==> src/rtl/core/strp_pkg.sv <==
// Package with shared types, codes and sizes for the sorted table rank product block.
`timescale 1ns / 1ps

package strp_pkg;

    localparam int TABLE_DEPTH = 256;
    localparam int ADDR_W      = $clog2(TABLE_DEPTH);
    localparam int CNT_W       = 9;
    localparam int VALUE_W     = 32;
    localparam int BENEFIT_W   = 15;
    localparam int OUT_DATA_W  = 40;

    localparam logic [1:0] CMD_LOAD  = 2'd0;
    localparam logic [1:0] CMD_QUERY = 2'd1;
    localparam logic [1:0] CMD_CLEAR = 2'd2;

    localparam logic [1:0] STATUS_LOADED = 2'd0;
    localparam logic [1:0] STATUS_FULL   = 2'd1;
    localparam logic [1:0] STATUS_ANSWER = 2'd2;
    localparam logic [1:0] STATUS_CLEARD = 2'd3;

    typedef enum logic [2:0] {
        ST_IDLE,
        ST_LOAD,
        ST_CLEAR,
        ST_SCAN,
        ST_MUL,
        ST_ANSWER
    } state_t;

    typedef struct packed {
        logic       capture;
        logic       do_load;
        logic       do_clear;
        logic       scan_start;
        logic       scan_step;
        logic       mul_load;
        logic       out_load;
        logic [1:0] out_status;
    } ctrl_cmd_t;

    typedef struct packed {
        logic table_full;
        logic scan_done;
        logic out_free;
    } dp_stat_t;

endpackage

==> src/rtl/core/strp_ctrl.sv <==
// Controller state machine that sequences loads, clears and query scans.
`timescale 1ns / 1ps

module strp_ctrl
(
    input  logic                clk,
    input  logic                rst_n,
    input  logic                in_valid,
    input  logic [1:0]          in_cmd,
    output logic                in_ready,
    input  strp_pkg::dp_stat_t  stat,
    output strp_pkg::ctrl_cmd_t cmd
);

    strp_pkg::state_t state_reg;
    strp_pkg::state_t state_next;

    always_ff @(posedge clk or negedge rst_n)
    begin
        if (!rst_n)
        begin
            state_reg <= strp_pkg::ST_IDLE;
        end
        else
        begin
            state_reg <= state_next;
        end
    end

    always_comb
    begin
        state_next     = state_reg;
        in_ready       = 1'b0;
        cmd            = '0;
        cmd.out_status = strp_pkg::STATUS_LOADED;
        unique case (state_reg)
            strp_pkg::ST_IDLE:
            begin
                in_ready = 1'b1;
                if (in_valid)
                begin
                    cmd.capture = 1'b1;
                    unique case (in_cmd)
                        strp_pkg::CMD_LOAD:  state_next = strp_pkg::ST_LOAD;
                        strp_pkg::CMD_QUERY:
                        begin
                            cmd.scan_start = 1'b1;
                            state_next     = strp_pkg::ST_SCAN;
                        end
                        strp_pkg::CMD_CLEAR: state_next = strp_pkg::ST_CLEAR;
                        default:             state_next = strp_pkg::ST_IDLE;
                    endcase
                end
            end
            strp_pkg::ST_LOAD:
            begin
                if (stat.out_free)
                begin
                    cmd.do_load    = 1'b1;
                    cmd.out_load   = 1'b1;
                    cmd.out_status = stat.table_full ? strp_pkg::STATUS_FULL
                                                     : strp_pkg::STATUS_LOADED;
                    state_next     = strp_pkg::ST_IDLE;
                end
            end
            strp_pkg::ST_CLEAR:
            begin
                if (stat.out_free)
                begin
                    cmd.do_clear   = 1'b1;
                    cmd.out_load   = 1'b1;
                    cmd.out_status = strp_pkg::STATUS_CLEARD;
                    state_next     = strp_pkg::ST_IDLE;
                end
            end
            strp_pkg::ST_SCAN:
            begin
                cmd.scan_step = 1'b1;
                if (stat.scan_done)
                begin
                    state_next = strp_pkg::ST_MUL;
                end
            end
            strp_pkg::ST_MUL:
            begin
                cmd.mul_load = 1'b1;
                state_next   = strp_pkg::ST_ANSWER;
            end
            strp_pkg::ST_ANSWER:
            begin
                if (stat.out_free)
                begin
                    cmd.out_load   = 1'b1;
                    cmd.out_status = strp_pkg::STATUS_ANSWER;
                    state_next     = strp_pkg::ST_IDLE;
                end
            end
            default:
            begin
                state_next = strp_pkg::ST_IDLE;
            end
        endcase
    end

endmodule

==> config.mk <==
export PLATFORM = sky130hd
export DESIGN_NAME = strp_ctrl
export DESIGN_NICKNAME = d
export VERILOG_FILES = /design/src/rtl/core/strp_pkg.sv /design/src/rtl/core/strp_ctrl.sv
export SDC_FILE = /design/constraint.sdc
export NUM_CORES = 1
export LEC_CHECK = 0
export BUFFER_PORTS_ARGS = -buffer_cell sky130_fd_sc_hd__buf_2
export CAP_MARGIN = 20
export CELL_PAD_IN_SITES_DETAIL_PLACEMENT = 1
export CELL_PAD_IN_SITES_GLOBAL_PLACEMENT = 2
export CORE_MARGIN = 2
export CORE_UTILIZATION = 23
export CTS_BUF_LIST = sky130_fd_sc_hd__clkbuf_16
export DETAILED_ROUTE_END_ITERATION = 10
export HOLD_SLACK_MARGIN = 0.03
export PLACE_DENSITY_LB_ADDON = 0.1
export SKIP_CTS_REPAIR_TIMING = 1
export SLEW_MARGIN = 5
export SYNTH_ARGS = -nofsm -noshare
export SYNTH_HDL_FRONTEND = slang
export SYNTH_SLANG_ARGS = --single-unit
==> constraint.sdc <==
create_clock -name clk -period 1.3 [get_ports clk]
set_input_delay 0 -clock clk [delete_from_list [all_inputs] [get_ports clk]]
set_output_delay 0 -clock clk [all_outputs]
set_load 0.05 [all_outputs]
==> results.py <==
metrics = {
    "drt": {
        "drt_first_pass_iters": 1,
        "drc": 0,
        "wl_microns": 1090,
        "avgRoutedWirePerCell_microns": 13.0,
        "via_count": 400,
        "ant_nets": 0,
        "vias_per_cell": 4.76,
        "drt_iter0_markers": 0,
    },
    "setup_path": {
        "crit_path_end_kind": "primary output",
        "arrival_ns": 1.35,
        "worst_setup_path_start_kind": "flip-flop",
        "path_class": "flip-flop to primary output",
        "path_max_fanout": 7,
        "required_ns": 1.30,
        "cpPeakStageDelay_ns": 0.41,
        "r2r_start": "state_reg[0]",
        "crit_start": "state_reg[2]",
        "reg2reg_depth": 4,
        "cpMaxStageDelayCell": "dfrtp_2",
        "crit_chain": "and2b_4 > and3_4 > a21o_4 > buf_8",
    },
    "clock_network": {
        "clkLatencyLatePin_ns": 0.23,
        "cts_num_sinks": 3,
        "cts_root_buf": "clkbuf_16",
        "htree_levels": 1,
        "cts_tree": "done",
        "cts.clk_slew.worst_paths_ns": 0.03,
        "clk_path_buf_depth": 2,
        "cts_buffers": 3,
    },
    "power": {
        "sw_frac_of_total": 0.451,
        "ir_drop_mv": 1.68,
        "p_int_uw": 1200,
        "seqPwrFrac": 0.099,
        "pwr-share-comb": 0.681,
        "pwr-share-clk": 0.220,
        "power_switching_uw": 989,
        "power.leakage_uw": 0.000355,
        "powerDensity_nw_per_um2": 2920,
    },
    "placement": {
        "dp_slack_ns": 0.0632,
        "place_congestion": 0.684,
        "place_hpwl_microns": 820,
        "port_buffers": 17,
    },
    "synthesis": {
        "synthArstFlopShare": 1.00,
        "synth_nets": 51,
        "synth_mux_area_frac": 0.0554,
        "synth_top_family_by_area": "simple AND/OR/NAND/NOR gates",
        "syn-mean-instance-area_sq_um": 9.04,
        "synth_top_area_frac": 0.208,
        "yosys.area_share.adder": 0.104,
        "synth_top_area_cell": "dfrtp_1",
        "yosys_warnings": 0,
        "synth_xor_area_frac": 0,
        "synth-edff-count": 0,
        "ys_types": 23,
        "synthesis.instances": 40,
        "synth.yosys.seq_area_share": 0.208,
        "synth-seq-cells": 3,
        "yosys-top-cells-area": "dfrtp_1 (21%), ha_1 (10%), nor3_2 (8.3%)",
        "syn_area_sq_um": 362,
        "synth-compound-area-share": 0.183,
        "synth_ff_type": "dfrtp_1",
        "synth-simple-area-share": 0.315,
    },
    "global_route": {
        "grt_max_degree": 8,
        "grt_pass1_wl_microns": 1700,
        "gr-usage-all-layers": 0.130,
        "antenna_found_initial": 0,
        "grt_overflow": 0,
        "grt_pass1_vias": 410,
    },
    "layout": {
        "area_growth_pct": 108,
        "multi_input_area_sq_um": 317,
        "final_util": 0.505,
        "seq_area_sq_um": 78.8,
        "final.fill_count": 173,
        "diodes": 0,
        "final_net_count": 80,
        "final_common_cell": "buf_2",
        "layout-drive-gt1-share": 0.750,
        "largest_reg_flops": 3,
        "final_cell_mix": "buf_2 (9), buf_6 (7), buf_4 (6), inv_1 (5), buf_8 (4)",
    },
    "floorplan": {
        "ios": 18,
        "fp.coreArea_sq_um": 1490,
        "die_y_microns": 43.7,
        "start_util": 0.243,
        "dieArea_sq_um": 1910,
        "fp-row-count": 14,
        "die_w_microns": 43.7,
    },
    "status": {
        "status": "complete, but fails checks",
        "violations": "setup timing",
    },
    "timing": {
        "fin_crit_sh": 1.04,
        "post-route-min-period_ns": 1.35,
        "setup_viol": 6,
        "hold_viol_final": 0,
        "slew_viol_final": 0,
        "rsz0062_at_grt": "true",
        "setup_ws_ns": -0.0537,
        "fin_skew_ns": 0.00322,
        "relSlewSlack": 0.825,
        "max_freq_mhz": 739,
        "tightestPinTransition_ns": 0.260,
    },
    "run": {
        "maxCapViolations": 0,
    },
    "worst_hold_path": {
        "hold_class": "input port to flip-flop",
        "min_path_cells": 2,
        "min_from": "stat[1]",
    },
}
-- through the flow --
stage               total power, uW  hold slack (ns)  instance area, sq um  TNS, ns  cells
global placement               1350           -0.207                   518        0     76
finish                         2190           0.0850                   752   -0.219     84
detailed placement             1360           -0.202                   518        0     76
floorplan                      1140           -0.296                   402   -0.316     40
global route                   2300            0.104                   752   -0.577     84
CTS                            1860           -0.443                   597    -1.18     80
-- cells by family (layout without fill, tap and decap cells) --
family,Yosys count,count (layout)
DFF,3,3
buffers and inverters,8,36
adders and majority gates,3,3
and+or+nand+nor,16,16
muxes,2,2
AOI/OAI and AO/OA,8,8
-- critical path, delay by kind of cell, from the launching register on --
family	cells	cell delay, ns
AND/OR/NAND/NOR	2	0.39
flip-flops	1	0.41
buffers and inverters	1	0.14
AO/OA/AOI/OAI	1	0.18
-- power by group through the flow --
stage / Clock, uW / Sequential (uW) / Combinational [uW]
2_1_floorplan: 0 / 152 / 984
3_3_place_gp: 0 / 199 / 1150
3_5_place_dp: 0 / 200 / 1160
4_1_cts: 495 / 200 / 1170
5_1_grt: 499 / 227 / 1570
6_report: 482 / 218 / 1490
-- routing by layer --
| metal | vias to the layer above | global-route usage | wire length (microns) |
|---|---|---|---|
| li1 | 194 | - | - |
| met3 | 3 | 0.0417 | 64 |
| met2 | 15 | 0.206 | 590 |
| met1 | 188 | 0.138 | 408 |
| met5 | - | 0 | 0 |
| met4 | 0 | 0.109 | 31 |
-- synthesized netlist by cell type (2+ instances only) --
cell     count
and3_1       2
and2_1       2
buf_6        2
ha_1         3
inv_1        5
nor3_2       3
nor2_1       4
dfrtp_1      3
mux2i_1      2
-- path summary, 6_finish.rpt --
| kind | endpoint | slack [ns] |
|---|---|---|
| max | cmd[0] | -0.05 |
| min | state_reg[2] | 0.09 |
| max reg2reg | state_reg[0] | 0.01 |
| min reg2reg | state_reg[1] | 0.52 |
| max in group asynchronous | state_reg[1] | 1.08 |
| min in group asynchronous | state_reg[2] | 0.10 |
-- final cells by class --
cell class,instances,area share
well taps,16,0.0266
inverters,5,0.0250
clock buffers,3,0.0998
multi-input cells,29,0.421
clock inverters,1,0.00499
repair buffers,27,0.318
flip-flops and latches,3,0.105
No activity file was read; power rests on OpenSTA's default activity.
